--- src/rtl/ffa_pkg.sv ---
package ffa_pkg;

  localparam int unsigned HEAP_BLOCKS_DEF  = 4096;
  localparam int unsigned MAX_SEGMENTS_DEF = 2048;

  localparam int unsigned REQ_W = 13;
  localparam int unsigned GRANT_W = 12;

  typedef enum logic [1:0] {
    ST_OK      = 2'd0,
    ST_NOFIT   = 2'd1,
    ST_INVALID = 2'd2
  } status_t;

  localparam logic REQ_ALLOC = 1'b0;
  localparam logic REQ_FREE  = 1'b1;

  // Controller to datapath commands
  typedef enum logic [3:0] {
    CMD_NONE     = 4'd0,
    CMD_LATCH    = 4'd1,  // capture request, clear scan index
    CMD_RD_SEG   = 4'd2,  // read segment at scan index
    CMD_STEP     = 4'd3,  // advance scan index
    CMD_RD_REG   = 4'd4,  // read region length at target
    CMD_TRIM     = 4'd5,  // trim segment at index
    CMD_SHL      = 4'd6,  // shift entries left by one (one entry a cycle)
    CMD_SHR      = 4'd7,  // shift entries right by one
    CMD_WR_REG   = 4'd8,  // write region length
    CMD_RD_PREV  = 4'd9,  // read segment index-1
    CMD_JOIN     = 4'd10, // apply coalesce
    CMD_INSERT   = 4'd11, // write new segment at index
    CMD_CLR      = 4'd12, // clear region table entry (sweep)
    CMD_DONE     = 4'd13,
    CMD_SHPRE    = 4'd14, // fetch first entry to move in a shift
    CMD_SEG0     = 4'd15  // write first segment covering the heap
  } cmd_t;

  typedef struct packed {
    cmd_t    cmd;
    status_t st;
  } ffa_ctl_t;

  typedef struct packed {
    logic is_free;
    logic zero_req;
    logic bad_target;
    logic idx_end;     // scan index == count
    logic fits;        // current segment length >= n
    logic exact;       // current segment length == n
    logic before_t;    // current segment start < target
    logic reg_zero;    // recorded length is zero
    logic join_prev;
    logic join_next;
    logic table_full;
    logic shift_done;
    logic clr_done;
  } ffa_sts_t;

endpackage

--- src/rtl/ffa_ctrl.sv ---
module ffa_ctrl
  import ffa_pkg::*;
(
  input  logic     clk,
  input  logic     rst_n,
  input  logic     in_valid,
  output logic     in_stall,
  output logic     out_valid,
  input  logic     out_stall,
  input  ffa_sts_t sts,
  output ffa_ctl_t ctl
);

  typedef enum logic [11:0] {
    S_CLR   = 12'b000000000001,
    S_IDLE  = 12'b000000000010,
    S_RDWT  = 12'b000000000100,
    S_CHK   = 12'b000000001000,
    S_RDSEG = 12'b000000010000,
    S_RDPV  = 12'b000000100000,
    S_SHPRE = 12'b000001000000,
    S_SHIFT = 12'b000010000000,
    S_REG   = 12'b000100000000,
    S_DONE  = 12'b001000000000,
    S_OUT   = 12'b010000000000,
    S_SEG0  = 12'b100000000000
  } state_t;

  state_t  state_r, state_nxt;
  status_t st_r, st_nxt;
  logic    shr_r, shr_nxt;   // direction of pending shift
  logic    post_r, post_nxt; // action after shift: 0 region write, 1 insert

  always_comb begin
    state_nxt = state_r;
    st_nxt    = st_r;
    shr_nxt   = shr_r;
    post_nxt  = post_r;
    ctl.cmd   = CMD_NONE;
    ctl.st    = st_r;
    case (state_r)
      S_CLR: begin
        ctl.cmd = CMD_CLR;
        if (!sts.clr_done) state_nxt = S_CLR;
        else state_nxt = S_SEG0;
      end
      S_SEG0: begin
        ctl.cmd = CMD_SEG0;
        state_nxt = S_IDLE;
      end
      S_IDLE: if (in_valid) begin
        ctl.cmd = CMD_LATCH;
        st_nxt = ST_OK;
        state_nxt = S_RDWT;
      end
      S_RDWT: begin
        ctl.cmd = sts.is_free ? CMD_RD_REG : CMD_RD_SEG;
        state_nxt = S_CHK;
        if (!sts.is_free && sts.zero_req) begin
          st_nxt = ST_INVALID;
          state_nxt = S_DONE;
        end else if (sts.is_free && sts.bad_target) begin
          st_nxt = ST_INVALID;
          state_nxt = S_DONE;
        end else if (sts.is_free) begin
          ctl.cmd = CMD_RD_REG;
          state_nxt = S_RDSEG;
        end
      end
      S_RDSEG: begin
        // load scanned segment; on a free the region length is known here
        ctl.cmd = CMD_RD_SEG;
        if (sts.is_free && sts.reg_zero) begin
          st_nxt = ST_INVALID;
          state_nxt = S_DONE;
        end else state_nxt = S_CHK;
      end
      S_CHK: begin
        if (!sts.is_free) begin
          if (sts.idx_end) begin
            st_nxt = ST_NOFIT;
            state_nxt = S_DONE;
          end else if (sts.fits) begin
            if (sts.exact) begin
              ctl.cmd = CMD_TRIM;
              shr_nxt = 1'b0;
              post_nxt = 1'b0;
              state_nxt = S_SHPRE;
            end else begin
              ctl.cmd = CMD_TRIM;
              state_nxt = S_REG;
            end
          end else begin
            ctl.cmd = CMD_STEP;
            state_nxt = S_RDSEG;
          end
        end else begin
          if (!sts.idx_end && sts.before_t) begin
            ctl.cmd = CMD_STEP;
            state_nxt = S_RDSEG;
          end else begin
            state_nxt = S_RDPV;
          end
        end
      end
      S_RDPV: begin
        if (sts.join_prev || sts.join_next) begin
          ctl.cmd = CMD_JOIN;
          if (sts.join_prev && sts.join_next) begin
            shr_nxt = 1'b0;
            post_nxt = 1'b0;
            state_nxt = S_SHPRE;
          end else state_nxt = S_REG;
        end else if (sts.table_full) begin
          st_nxt = ST_INVALID;
          state_nxt = S_DONE;
        end else begin
          ctl.cmd = CMD_RD_PREV;
          shr_nxt = 1'b1;
          post_nxt = 1'b1;
          state_nxt = S_SHPRE;
        end
      end
      S_SHPRE: begin
        ctl.cmd = CMD_SHPRE;
        state_nxt = S_SHIFT;
      end
      S_SHIFT: begin
        if (sts.shift_done) state_nxt = post_r ? S_DONE : S_REG;
        else ctl.cmd = shr_r ? CMD_SHR : CMD_SHL;
        if (sts.shift_done && post_r) ctl.cmd = CMD_INSERT;
        if (sts.shift_done && post_r) state_nxt = S_REG;
      end
      S_REG: begin
        ctl.cmd = CMD_WR_REG;
        state_nxt = S_DONE;
      end
      S_DONE: begin
        ctl.cmd = CMD_DONE;
        state_nxt = S_OUT;
      end
      S_OUT: if (!out_stall) state_nxt = S_IDLE;
      default: state_nxt = S_IDLE;
    endcase
  end

  always_ff @(posedge clk) begin
    if (!rst_n) begin
      state_r <= S_CLR;
      st_r    <= ST_OK;
      shr_r   <= 1'b0;
      post_r  <= 1'b0;
    end else begin
      state_r <= state_nxt;
      st_r    <= st_nxt;
      shr_r   <= shr_nxt;
      post_r  <= post_nxt;
    end
  end

  assign in_stall  = (state_r != S_IDLE);
  assign out_valid = (state_r == S_OUT);

  a_one_hot: assert property (@(posedge clk) disable iff (!rst_n) $onehot(state_r))
    else $error("state not one-hot");
  a_out_excl: assert property (@(posedge clk) disable iff (!rst_n)
    out_valid |-> in_stall) else $error("accept during output");
  a_out_hold: assert property (@(posedge clk) disable iff (!rst_n)
    out_valid && out_stall |=> out_valid) else $error("result dropped");

endmodule

--- config.mk ---
export PLATFORM = sky130hd
export DESIGN_NAME = ffa_ctrl
export DESIGN_NICKNAME = d
export VERILOG_FILES = /design/src/rtl/ffa_pkg.sv /design/src/rtl/ffa_ctrl.sv
export SDC_FILE = /design/constraint.sdc
export NUM_CORES = 1
export LEC_CHECK = 0
export ABC_AREA = 1
export BUFFER_PORTS_ARGS = -buffer_cell sky130_fd_sc_hd__buf_2
export CORE_MARGIN = 4
export CORE_UTILIZATION = 58
export CTS_BUF_LIST = sky130_fd_sc_hd__clkbuf_16
export DETAILED_ROUTE_END_ITERATION = 6
export PLACE_DENSITY = 0.89
export SETUP_SLACK_MARGIN = 0.2
export SYNTH_ARGS = -nofsm -noshare
export SYNTH_HDL_FRONTEND = slang
export SYNTH_SLANG_ARGS = --single-unit
--- constraint.sdc ---
create_clock -name clk -period 2.6 [get_ports clk]
set_input_delay 0.13 -clock clk [delete_from_list [all_inputs] [get_ports clk]]
set_output_delay 0.13 -clock clk [all_outputs]
set_load 0.05 [all_outputs]
======== After elaboration in Yosys (flattened, before gate mapping) ========
Index checks and enable logic that the tools add are counted.
word-level totals
  bits in registers ....................... 15
  bits in latches ......................... 0
  bits in writable memories ............... 0
  memory bits (read-only) ................. 0
  input bits .............................. 17
  output and inout port bits .............. 8
  logic and storage cells ................. 95
  memories ................................ 0
cells by class
  $add $sub $neg .......................... 0
  multiply operators ...................... 0
  divide/modulo/power cells ............... 0
  $lt $le $gt $ge ......................... 0
  equal/unequal tests ..................... 27
  shift-type cells ........................ 0
  multiplexer cells ....................... 51
  bitwise operators ....................... 0
  reductions and logical operators ........ 14
operators by type and width
  cell                    number
  $pmux W12 S11           1
  $mux W12                9
  $mux W10                5
  $pmux W4 S11            1
  $mux W3                 7
  $ne A2 B2 Y1 const B    10
  $mux W2                 9
  $mux W9                 2
  $mux W4                 4
  $eq A12 B1 Y1 const B   1
  $eq A12 B10 Y1 const B  1
  $eq A12 B11 Y1 const B  1
  $eq A12 B12 Y1 const B  1
  $eq A12 B2 Y1 const B   1
  $eq A12 B3 Y1 const B   1
  $eq A12 B4 Y1 const B   1
  $eq A12 B5 Y1 const B   1
  $eq A12 B6 Y1 const B   1
  $eq A12 B7 Y1 const B   1
  $eq A12 B8 Y1 const B   1
  $eq A12 B9 Y1 const B   1
  $ne A12 B2 Y1 const B   1
  $ne A3 B3 Y1 const B    4
  $pmux W2 S5             1
  other kinds (12)        26

======== Longest topological paths before layout ========
  depth in word-level cells ............... 5
  mapped depth ............................ 11
  gate-level depth less buffers ........... 11

======== Worst setup path before layout ========
OpenSTA, ideal clock, no wires.
  path type ............................... flip-flop to output port
  start ................................... reg state_r[10]
  end ..................................... out ctl[2] (netlist name)
  arrival time ............................ 1,982 ps
  data required time ...................... 2,470 ps
  slack ................................... 488 ps
  cell stages (with the launch flop) ...... 6
  path buffers ............................ 0
  path through ............................ dfxtp_1 nor2_2 nand2_4 nor2_8 nand3_1 o21ai_0
RTL lines
  what                      RTL line         RTL
  start: declaration        ffa_ctrl.sv:29   state_t state_r, state_nxt;
  start signal: assignment  ffa_ctrl.sv:154  state_r <= state_nxt;
  end: declaration          ffa_ctrl.sv:11   output ffa_ctl_t ctl

==> impl_metrics.csv <==
group,metric,value,unit
outcome,status,"complete, no violations",
synthesis,synth_nets,216,
synthesis,synthArstFlopShare,0,%
critical_path,cp_top_family,"simple AND/OR/NAND/NOR gates",
synthesis,syn_area,0.00126,mm2
place,place_inst,247,
grt,grt_overflow_total,0,
routing,drtIter0Drc,95,
synthesis,ys.flop_type,"dfxtp_1",
floorplan,design.die.area,0.00297,mm2
routing,ant_nets,0,
cts,numCtsBuffers,3,
critical_path,end_kind,"output pin",
finish,antennaDiodeCount,0,
routing,met1Wirelength,1350,um
sta,drv_slew,0,
power,combPwrFrac,25.1,%
place,gp_congestion,0.918,
power,pwr-share-seq,33.8,%
critical_path,cp_cell_sequence,"nor2_2 > nand2_4 > nor2_8 > nand2_1 > nor2_1 > inv_1 > nand3_1 > nor3_1 > o21ai_0 > buf_2",
finish,syn2layout_area_growth,18.2,%
finish,multi_input_area,817,um2
synthesis,synth_cell_type_count,28,
power,leakage,0.784,nW
synthesis,ys_seq_area_share,23.9,%
cts,clkTransAtPathRegs,0.05,ns
routing,wl_per_cell,13.7,um
floorplan,num_io_pins,25,
grt,grt_max_degree,12,
synthesis,synthTopCellsByArea,"dfxtp_1, nand2_1, inv_1",
critical_path,cp.required,2.47,ns
synthesis,synthTopCellsByCount,"nand2_1, inv_1, nor2_1",
synthesis,synth.most_common_cell,"nand2_1",
routing,wirelength,3440,um
finish,drive_gt1_share,24.6,%
routing,first_pass_iters,4,
place,dp_hpwl,2650,um
power,p_per_area,488,mW/mm2
synthesis,synth_seq_cells,15,
place,dpl_worst_slack,0.917,ns
critical_path,critPathBufInv,2,
routing,highest_layer,"met4",
sta,slew_headroom,73.0,%
sta,fin_ws,0.594,ns
power,switching_share,31.8,%
sta,setup_viol,0,
sta,hold_viol,0,
cts,ctsHoldBuffers,0,
grt,grt_pass1_vias,1365,
routing,met2_length,1720,um
place,portBuffers,24,
sta,rsz0062_at_grt,"no",
sta,period_share,77.1,%
finish,fin_nets,244,
floorplan,initial_core_util,62.8,%
sta,clock.fmax,499,MHz
floorplan,row_count,16,
sta,max_slew.worst_pin.slew,0.404,ns
finish,finalNonFillerCells,251,
hold_path,hp-class,"in -> reg",
sta,period_needed,2.01,ns
sta,fin_hold_ws,0.114,ns
cts,clk_latency,0.25,ns
routing,vias,1428,
floorplan,die_w,54.5,um
cts,cts_tree,"yes",
synthesis,netlist.area_leader.share,23.9,%
routing,route.met3.wl,240,um
cts,cts-root-buf,"clkbuf_16",
cts,cts_resized,0,
synthesis,synth-edff-count,0,
grt,grt_pass1_wl,5770,um
grt,antenna_found_initial,0,
grt,grt_usage,27.1,%
routing,drc,0,
synthesis,synth_cells,197,
cts,h-tree-depth,1,
sta,skew,0.00154,ns
synthesis,ys_warn_count,0,
critical_path,worstPathArrival,1.88,ns
floorplan,core,0.00200,mm2
floorplan,fp.dieH,54.5,um
power,power_switching,0.231,mW
critical_path,cpMaxStageDelayCell,"dfxtp_1",
critical_path,critPathMaxStageDelay,0.34,ns
power,internal_power,0.495,mW
cts,cts_buffer_depth,2,
critical_path,start_kind,"flop",
run,cap_violations,0,
critical_path,crit_fanout,8,
synthesis,post_synth.cell_area_avg,6.38,um2
routing,routed_via_density,5.69,
finish,seqCellArea,300,um2
critical_path,critPathKind,"reg -> out",
cts,cts_sinks,15,
finish,fillerInstances,166,
synthesis,yosys.area.top_type,"dfxtp_1",
cts,post_cts_buffers,0,
power,pwr-share-clk,41.0,%
power,irDropWorstVdd,0.410,mV
sta,fin_setup_tns,0,ns
==> power by group through the flow <==
stage | Sequential (mW) | Clock [mW] | Combinational, mW
2_1_floorplan | 0.259 | 0 | 0.121
3_3_place_gp | 0.249 | 0 | 0.172
3_5_place_dp | 0.249 | 0 | 0.177
4_1_cts | 0.245 | 0.296 | 0.180
5_1_grt | 0.246 | 0.309 | 0.197
6_report | 0.245 | 0.298 | 0.182
==> per-stage QoR <==
step	total power, mW	area (um2)	util [%]
global placement	0.421	1410	70.3
finish	0.725	1490	74.2
global route	0.751	1490	74.2
CTS	0.721	1490	74.2
detailed placement	0.427	1410	70.3
floorplan	0.380	1260	-
==> layout make-up <==
type,count,share of cell area [%]
multi-input combinational,145,55.0
sequential,15,20.2
inverter,36,9.10
timing repair buffer,24,8.09
clock buffer,3,5.05
tap,27,2.27
clock inverter,1,0.253
==> layer usage <==
| layer | vias up | GRT usage [%] |
|---|---|---|
| met5 | - | 0 |
| met4 | 0 | 17.4 |
| met3 | 19 | 4.36 |
| met2 | 90 | 45.8 |
| met1 | 630 | 31.4 |
| li1 | 689 | - |
==> path summary, 6_finish.rpt <==
path	start	to	slack, ns	cells after the start
setup reg to reg	state_r[1]$_SDFFE_PN0P_	st_r[0]$_SDFFE_PN0P_	1.04	10
hold reg to reg	post_r$_SDFFE_PN0P_	post_r$_SDFFE_PN0P_	0.48	2
hold / removal	sts[0]	state_r[0]$_SDFFE_PN1P_	0.11	2
setup / recovery	state_r[9]$_SDFFE_PN0P_	ctl[2]	0.59	10
==> logic make-up after synthesis <==
logic type	count (synthesis)	synth area share, %
and+or+nand+nor	126	55.6
buffers and inverters	37	11.1
AOI/OAI and AO/OA	17	7.47
DFF	15	23.9
adders and majority gates	2	1.99
==> flip-flops by register name (all words and copies together), names as in the netlist <==
| signal | flops |
|---|---|
| state_r | 12 |
| st_r | 2 |
| post_r | 1 |
==> cell usage in the layout (no fill, tap or decap), drive strengths merged <==
cell / Yosys / routed
o211ai: 2 / 2
nand4: 8 / 8
nor4: 1 / 1
a21oi: 8 / 8
clkbuf: 1 / 3
nor2: 39 / 39
buf: 0 / 24
o22ai: 1 / 1
nand3b: 1 / 1
and2: 1 / 1
inv: 36 / 37
nand2: 43 / 43
o21bai: 1 / 1
and3: 2 / 2
ha: 2 / 2
o21ai: 5 / 5
nand3: 26 / 26
dfxtp: 15 / 15
nor3: 5 / 5
Note: power is estimated with default switching activity, not from simulation.
